$ cat config.mk
export PLATFORM = sky130hd
export DESIGN_NAME = ptr_addr_unit
export DESIGN_NICKNAME = d
export VERILOG_FILES = /design/src/hdl/palette_texture_resample_assert.svh /design/src/hdl/ptr_pkg.sv /design/src/hdl/ptr_addr_unit.sv
export SDC_FILE = /design/constraint.sdc
export NUM_CORES = 1
export LEC_CHECK = 0
export ABC_CLOCK_PERIOD_IN_PS = 16500
export CORE_UTILIZATION = 55
export DETAILED_ROUTE_END_ITERATION = 10
export DONT_BUFFER_PORTS = 1
export PLACE_DENSITY = 0.81
export SYNTH_ARGS = -nofsm -noshare
export SYNTH_HDL_FRONTEND = slang
export SYNTH_SLANG_ARGS = --single-unit
$ cat constraint.sdc
create_clock -name clk -period 16.5 [get_ports clk]
set_input_delay 3.3 -clock clk [delete_from_list [all_inputs] [get_ports clk]]
set_output_delay 3.3 -clock clk [all_outputs]
set_load 0.005 [all_outputs]
$ cat src/hdl/palette_texture_resample_assert.svh
// Assertion macros for the palette texture resampler.
// Needs clk and arst_n in the scope where a macro is used.
`ifndef PALETTE_TEXTURE_RESAMPLE_ASSERT_SVH
`define PALETTE_TEXTURE_RESAMPLE_ASSERT_SVH
`ifndef SYNTH
`define PTR_ASSERT(label, prop) \
	label: assert property (@(posedge clk) disable iff (!arst_n) prop) \
		else $error("ptr assertion failed");
`define PTR_ASSERT_NEVER(label, expr) \
	label: assert property (@(posedge clk) disable iff (!arst_n) !(expr)) \
		else $error("ptr forbidden condition");
`else
`define PTR_ASSERT(label, prop)
`define PTR_ASSERT_NEVER(label, expr)
`endif
`endif

$ cat src/hdl/ptr_pkg.sv
// Shared types and constants of the palette texture resampler.
// No dependencies.
package ptr_pkg;

	localparam int PALETTE_DEPTH = 256;
	localparam int PAL_AW = 8;
	localparam int SRC_W = 23;
	localparam logic [3:0] MAX_LOG2 = 4'd10;
	localparam logic [31:0] ALPHA_CLEAR_MASK = 32'h00FF_FFFF;

	typedef enum logic [1:0] {
		REQ_PAL_WR = 2'd0,
		REQ_TEX_WR = 2'd1,
		REQ_PIX_RD = 2'd2,
		REQ_NONE   = 2'd3
	} req_kind_t;

	typedef enum logic [2:0] {
		CFG_SRC_WIDTH  = 3'd0,
		CFG_SRC_HEIGHT = 3'd1,
		CFG_DST_WLOG2  = 3'd2,
		CFG_DST_HLOG2  = 3'd3,
		CFG_USE_ALPHA  = 3'd4
	} cfg_reg_t;

	typedef struct packed {
		logic [10:0] src_width;
		logic [10:0] src_height;
		logic [3:0]  dst_width_log2;
		logic [3:0]  dst_height_log2;
		logic        use_alpha;
	} cfg_regs_t;

	typedef struct packed {
		logic             range_err;
		logic [SRC_W-1:0] index;
	} src_t;

	typedef struct packed {
		logic       alpha_nz;
		logic [7:0] cidx;
	} texel_t;

endpackage

$ cat src/hdl/ptr_addr_unit.sv
// Three-stage source address generator: nearest-neighbor scaling, row flip,
// range checks. Depends on ptr_pkg.
module ptr_addr_unit
	import ptr_pkg::*;
#(
	parameter int TEXEL_DEPTH = 65536
) (
	input  logic        clk,
	input  logic [15:0] address,
	input  cfg_regs_t   cfg,
	output src_t        src
);

	logic [3:0]  wl, hl;
	logic [10:0] tw, th, tw_m1, th_m1;
	logic [9:0]  w, h;
	logic [15:0] row;
	logic [4:0]  area_sh;
	logic        area_err, ident;

	logic [21:0] prod_u_s1, prod_v_s1;
	logic        ident_s1, err_s1;
	logic [15:0] addr_s1;
	logic [3:0]  wl_s1, hl_s1;

	logic [10:0] u, v;
	logic [21:0] vw_s2;
	logic [10:0] u_s2;
	logic        ident_s2, err_s2;
	logic [15:0] addr_s2;

	logic [SRC_W-1:0] sum;

	always_comb begin
		wl = (cfg.dst_width_log2 > MAX_LOG2) ? MAX_LOG2 : cfg.dst_width_log2;
		hl = (cfg.dst_height_log2 > MAX_LOG2) ? MAX_LOG2 : cfg.dst_height_log2;
		tw = 11'd1 << wl;
		th = 11'd1 << hl;
		tw_m1 = tw - 11'd1;
		th_m1 = th - 11'd1;
		w = address[9:0] & tw_m1[9:0];
		row = address >> wl;
		h = th_m1[9:0] - row[9:0];
		area_sh = {1'b0, wl} + {1'b0, hl};
		area_err = (address >> area_sh) != 16'd0;
		ident = (cfg.src_width == tw) && (cfg.src_height == th);
	end

	always_ff @(posedge clk) begin
		prod_u_s1 <= 22'({w, 1'b1}) * 22'(cfg.src_width);
		prod_v_s1 <= 22'({h, 1'b1}) * 22'(cfg.src_height);
		ident_s1 <= ident;
		err_s1 <= area_err;
		addr_s1 <= address;
		wl_s1 <= wl;
		hl_s1 <= hl;
	end

	// product >> (log2 + 1) stays below the source size
	always_comb begin
		u = 11'(prod_u_s1 >> ({1'b0, wl_s1} + 5'd1));
		v = 11'(prod_v_s1 >> ({1'b0, hl_s1} + 5'd1));
	end

	always_ff @(posedge clk) begin
		vw_s2 <= 22'(v) * 22'(cfg.src_width);
		u_s2 <= u;
		ident_s2 <= ident_s1;
		err_s2 <= err_s1;
		addr_s2 <= addr_s1;
	end

	assign sum = ident_s2 ? SRC_W'(addr_s2) : (SRC_W'(vw_s2) + SRC_W'(u_s2));

	always_ff @(posedge clk) begin
		src.index <= sum;
		src.range_err <= err_s2 || (32'(sum) >= TEXEL_DEPTH);
	end

endmodule
* After elaboration in Yosys (flattened, before gate mapping)
Index checks and enable logic that the tools add are counted.
Widths: inputs -> output; s select.
** Word-level totals
- Bits in registers :: 145
- Input port bits :: 48
- Output and inout bits :: 24
- Logic and storage cells :: 42
** Cells by class
- Add/subtract/negate cells :: 7
- Multipliers :: 3
- Order comparisons :: 3
- Equal/unequal tests :: 2
- Shifts and indexed selects :: 6
- Multiplexer cells :: 3
- Bitwise gates (word level) :: 1
- Reduce and logical (&&, ||, !) cells :: 3
** Operator list (number)
- $mul 11x11->22 :: 3
- $shr 22x5->11 :: 2
- $add 22x11->23 :: 1
- $ge 23x17->1 const B :: 1
- $mux 23 :: 1
- $eq 11x11->1 :: 2
- $shl 1x4->11 const A :: 2
- $sub 10x1->10 const B :: 2
- $reduce_bool 16->1 :: 1
- $shr 16x4->10 :: 1
- $shr 16x5->16 :: 1
- $add 4x1->5 const B :: 2
- $and 10x10->10 :: 1
- $sub 10x10->10 :: 1
- $gt 4x4->1 const B :: 2
- $mux 4 :: 2
- $add 4x4->5 :: 1
- $logic_and 1x1->1 :: 1
- $logic_or 1x1->1 :: 1

* Depth between registers and ports, before layout
- Depth in word-level cells :: 6
- Depth in mapped cells :: 38
- Depth with buffers taken out :: 36

* Worst setup path before layout
OpenSTA, ideal clock, no wires.
- Path type :: input -> register
- From :: input port cfg[8] (netlist bit)
- To :: register prod_v_s1[20]
- Setup time :: 0.062 ns
- Data arrival time :: 10.586 ns
- Required time :: 16.438 ns
- Slack :: 5.852 ns
- Stages on the path :: 35
- Buffers on the path :: 2
- Cells stage by stage :: a21oi_2 > inv_2 > clkbuf_1 > nand2_1 > and3_1 > a21oi_1 > nand2_1 > a21oi_1 > a21oi_1 > ha_1 > inv_1 > fa_1 > inv_1 > a21oi_1 > o21bai_1 > a221o_1 > xor2_1 > clkbuf_1 > nand2_1 > fa_1 > fa_1 > fa_1 > inv_1 > fa_1 > inv_1 > fa_1 > inv_1 > ha_1 > a21o_2 > a21o_2 > a221o_2 > a31oi_4 > o21bai_2 > or4_1 > nand3_1
** On the way
- Longest elaborated chain between the ends :: 5
** Ends and longest elaborated chain
- start: declaration :: RTL line ptr_addr_unit.sv:10 : input cfg_regs_t cfg,
- $gt 4x4->1 :: RTL line ptr_addr_unit.sv:35 : wl = (cfg.dst_width_log2 > MAX_LOG2) ? MAX_LOG2 : cfg.dst_width_log2;
- $mux 4 :: RTL line ptr_addr_unit.sv:35
- named net wl[1] :: RTL line ptr_addr_unit.sv:14 : logic [3:0] wl, hl;
- $shr 16x4->10 :: RTL line ptr_addr_unit.sv:42 : row = address >> wl;
- $sub 10x10->10 :: RTL line ptr_addr_unit.sv:43 : h = th_m1[9:0] - row[9:0];
- $mul 11x11->22 :: RTL line ptr_addr_unit.sv:51 : prod_v_s1 <= 22'({h, 1'b1}) * 22'(cfg.src_height);
- end signal: assignment :: RTL line ptr_addr_unit.sv:51
- end: declaration :: RTL line ptr_addr_unit.sv:21 : logic [21:0] prod_u_s1, prod_v_s1;
The timed path passes the listed nets, and every way through them passes these cells.

* Final worst setup path
- From :: input port cfg[7] (netlist bit)
- To :: register prod_v_s1[20]
** On the way
- Longest elaborated chain between the ends :: 5
** Ends and longest elaborated chain (RTL line)
- $gt 4x4->1 :: ptr_addr_unit.sv:35
- $mux 4 (*) :: ptr_addr_unit.sv:35
- $shr 16x4->10 (*) :: ptr_addr_unit.sv:42
- $sub 10x10->10 (*) :: ptr_addr_unit.sv:43
- $mul 11x11->22 (*) :: ptr_addr_unit.sv:51
Mark *: on every way between the ends. The rest lies on a longest branch, timed or not.

==> impl_metrics.py <==
metrics = {
    "routing": {
        "drtIter0Drc": 1011,
        "vias_per_cell": 5.83,
        "post_drt_wl_per_cell_um": 17.5,
        "num_vias": 14500,
        "drc_errors": 0,
        "dr.pass1.iters": 5,
        "routed_wl_um": 43500,
        "ant_nets": 0,
    },
    "setup_path": {
        "crit_cells": 31,
        "start_kind": "input port",
        "r2r_start": "hl_s1[0]",
        "crit_fanout": 22,
        "crit_arrival_ps": 11800,
        "crit_required_ps": 16860,
        "end_kind": "register",
        "cp_top_family": "adder cells",
        "worstRegToRegCells": 22,
        "path_buf_inv": 6,
        "path_common_cell": "fa_1",
        "slowest_stage": "xnor2_1",
        "crit_type": "input port to register",
        "critPathLaunch": "cfg[7]",
        "cp_slowest_stage_delay_ps": 730,
    },
    "timing": {
        "setup_viol": 0,
        "slew_headroom": 0.261,
        "setup_ws_ps": 5060,
        "layout_min_cycle_time_ps": 11440,
        "hold-worst-slack_ps": 325,
        "max_freq_mhz": 87.4,
        "finalHoldViolCount": 0,
        "worstMarginPinSlew_ps": 1110,
        "drv_slew": 0,
        "rsz0062_at_grt": "false",
        "min_period_over_period": 0.694,
        "tns_ps": 0,
        "skew_ps": 16.0,
    },
    "clock_network": {
        "numCtsBuffers": 17,
        "clkLatencyLatePin_ps": 430,
        "root_buffer": "clkbuf_16",
        "cts_tree": "built",
        "clock_sinks": 143,
        "cts_setup_buffers": 0,
        "cts_max_path_buffers": 2,
        "path_clk_slew_ps": 60,
        "postCtsHoldBufs": 0,
        "htree_num_levels": 4,
        "cts_resized": 0,
    },
    "worst_hold_path": {
        "min_from": "addr_s1[8]",
        "min_path_type": "register to register",
        "hold_depth": 0,
    },
    "grt": {
        "grt_pass1_wl_um": 73500,
        "track_usage": 0.258,
        "grt_max_degree": 41,
        "grt_pass1_vias": 15500,
        "overflow": 0,
        "antenna_found_initial": 0,
    },
    "outcome": {
        "outcome": "complete, no violations",
    },
    "finish": {
        "n_antenna_cell": 0,
        "final_util": 0.583,
        "fin_nets": 2524,
        "drive_above_1_share": 0.0505,
        "syn2layout_area_growth_pct": 4.05,
    },
    "synthesis": {
        "synth_compound_area_frac": 0.0980,
        "seq_area_frac_synth": 0.152,
        "synthMuxAreaShare": 0.0654,
        "synth-simple-area-share": 0.166,
        "synth_adder_area_share": 0.393,
        "synthFlopType": "dfxtp_1",
        "synth_fp_nets": 2607,
        "synthArstFlopShare": 0,
        "synthesis.area_um2": 18900,
        "synth_cell_type_count": 70,
        "post-synth-top-count-cell": "inv_1",
        "synth_top_cell_by_area": "fa_1",
        "yosysTopAreaCellShare": 0.256,
        "synth_cells": 2111,
        "ys_ff_latch": 143,
        "synth_common_cells": "320 x inv_1, 242 x fa_1, 232 x nand2_1, 206 x ha_1, 143 x dfxtp_1",
        "ys_warn_count": 0,
        "synth_edf_count": 0,
        "synthXorXnorAreaFrac": 0.0403,
        "avgSynthCellArea_um2": 8.95,
        "synth_top_family_by_area": "adder cells",
        "ys_top_cells_by_area": "fa_1 26%, dfxtp_1 15%, ha_1 14%, inv_1 6.4%, nand2_1 4.6%",
    },
    "floorplan": {
        "chipHeight_um": 187,
        "die_w_um": 187,
        "start_util": 0.560,
        "placement_rows": 67,
        "ios": 72,
        "core_um2": 33700,
        "dieArea_um2": 35100,
    },
    "place": {
        "io_buffers": 0,
        "gp_congestion": 0.885,
        "dp_slack_ps": 4700,
        "dpl.hpwl_um": 33900,
    },
    "run": {
        "drv_cap": 0,
    },
}
==> final timing paths <==
| path | to | slack [ps] |
|---|---|---|
| worst max-delay path | prod_v_s1[20] | 5060 |
| worst min-delay path | addr_s2[8] | 320 |
| worst max register to register | vw_s2[21] | 9190 |
| worst min register to register | addr_s2[8] | 320 |
==> placed cells by master, fill, tap and decap left out, types with 5 or more instances in the layout <==
| cell | netlist | routed |
|---|---|---|
| mux2_2 | 15 | 15 |
| xnor2_1 | 59 | 59 |
| nand3b_1 | 6 | 6 |
| mux4_2 | 30 | 30 |
| o21bai_1 | 13 | 13 |
| mux2i_1 | 39 | 39 |
| nand4_1 | 10 | 10 |
| a31oi_1 | 6 | 6 |
| nor2b_1 | 51 | 51 |
| nand2_1 | 232 | 232 |
| a211oi_1 | 20 | 20 |
| xor2_1 | 28 | 28 |
| inv_1 | 320 | 320 |
| dfxtp_1 | 143 | 143 |
| nand3_1 | 13 | 13 |
| a21oi_1 | 106 | 106 |
| clkbuf_16 | 0 | 17 |
| nor3_1 | 20 | 20 |
| buf_4 | 0 | 5 |
| and2_1 | 134 | 134 |
| o21ai_0 | 65 | 65 |
| fa_1 | 242 | 242 |
| and3_1 | 34 | 34 |
| nand2b_1 | 18 | 18 |
| o21a_1 | 10 | 10 |
| ha_1 | 206 | 206 |
| inv_6 | 0 | 6 |
| nor2_1 | 80 | 80 |
| a21o_1 | 24 | 24 |
==> registers in the layout, indices dropped and copies added (netlist names) <==
signal	cells
addr_s1	16
hl_s1	4
ident_s2	1
err_s2	1
ident_s1	1
wl_s1	4
prod_v_s1	21
addr_s2	16
err_s1	1
vw_s2	22
src	24
u_s2	11
prod_u_s1	21
==> cells by family after synthesis <==
kind of cell	after synthesis
AO/OA/AOI/OAI	293
flip-flops	143
multiplexers	84
XOR/XNOR	87
buffers and inverters	430
AND/OR/NAND/NOR	626
adder cells (fa/ha/maj)	448
==> final cells by class <==
type	instances	area, um2
Clock buffer	18	439
Clock inverter	14	139
Fill cell	2819	14000
Inverter	323	1210
Multi-Input combinational cell	1538	14400
Sequential cell	143	2860
Tap cell	448	561
Timing Repair Buffer	5	37.5
==> per-layer routing <==
metal  global-route usage  vias up  wire length (um)
met4                0.126        0              1860
met1                0.302     7094             17000
li1                     -     6651                 -
met3               0.0375      140              2730
met2                0.461      629             21900
met5                    0        -                 0
==> per-stage QoR <==
stage | std cells | cell area, um2
after floorplan | 2111 | 18900
after detailed placement | 2457 | 19100
after global routing | 2489 | 19700
final | 2489 | 19700
after global placement | 2457 | 19100
after CTS | 2489 | 19700
Power is not shown: default switching activity piles up to over one toggle a cycle in this logic, so the estimate is an artifact.
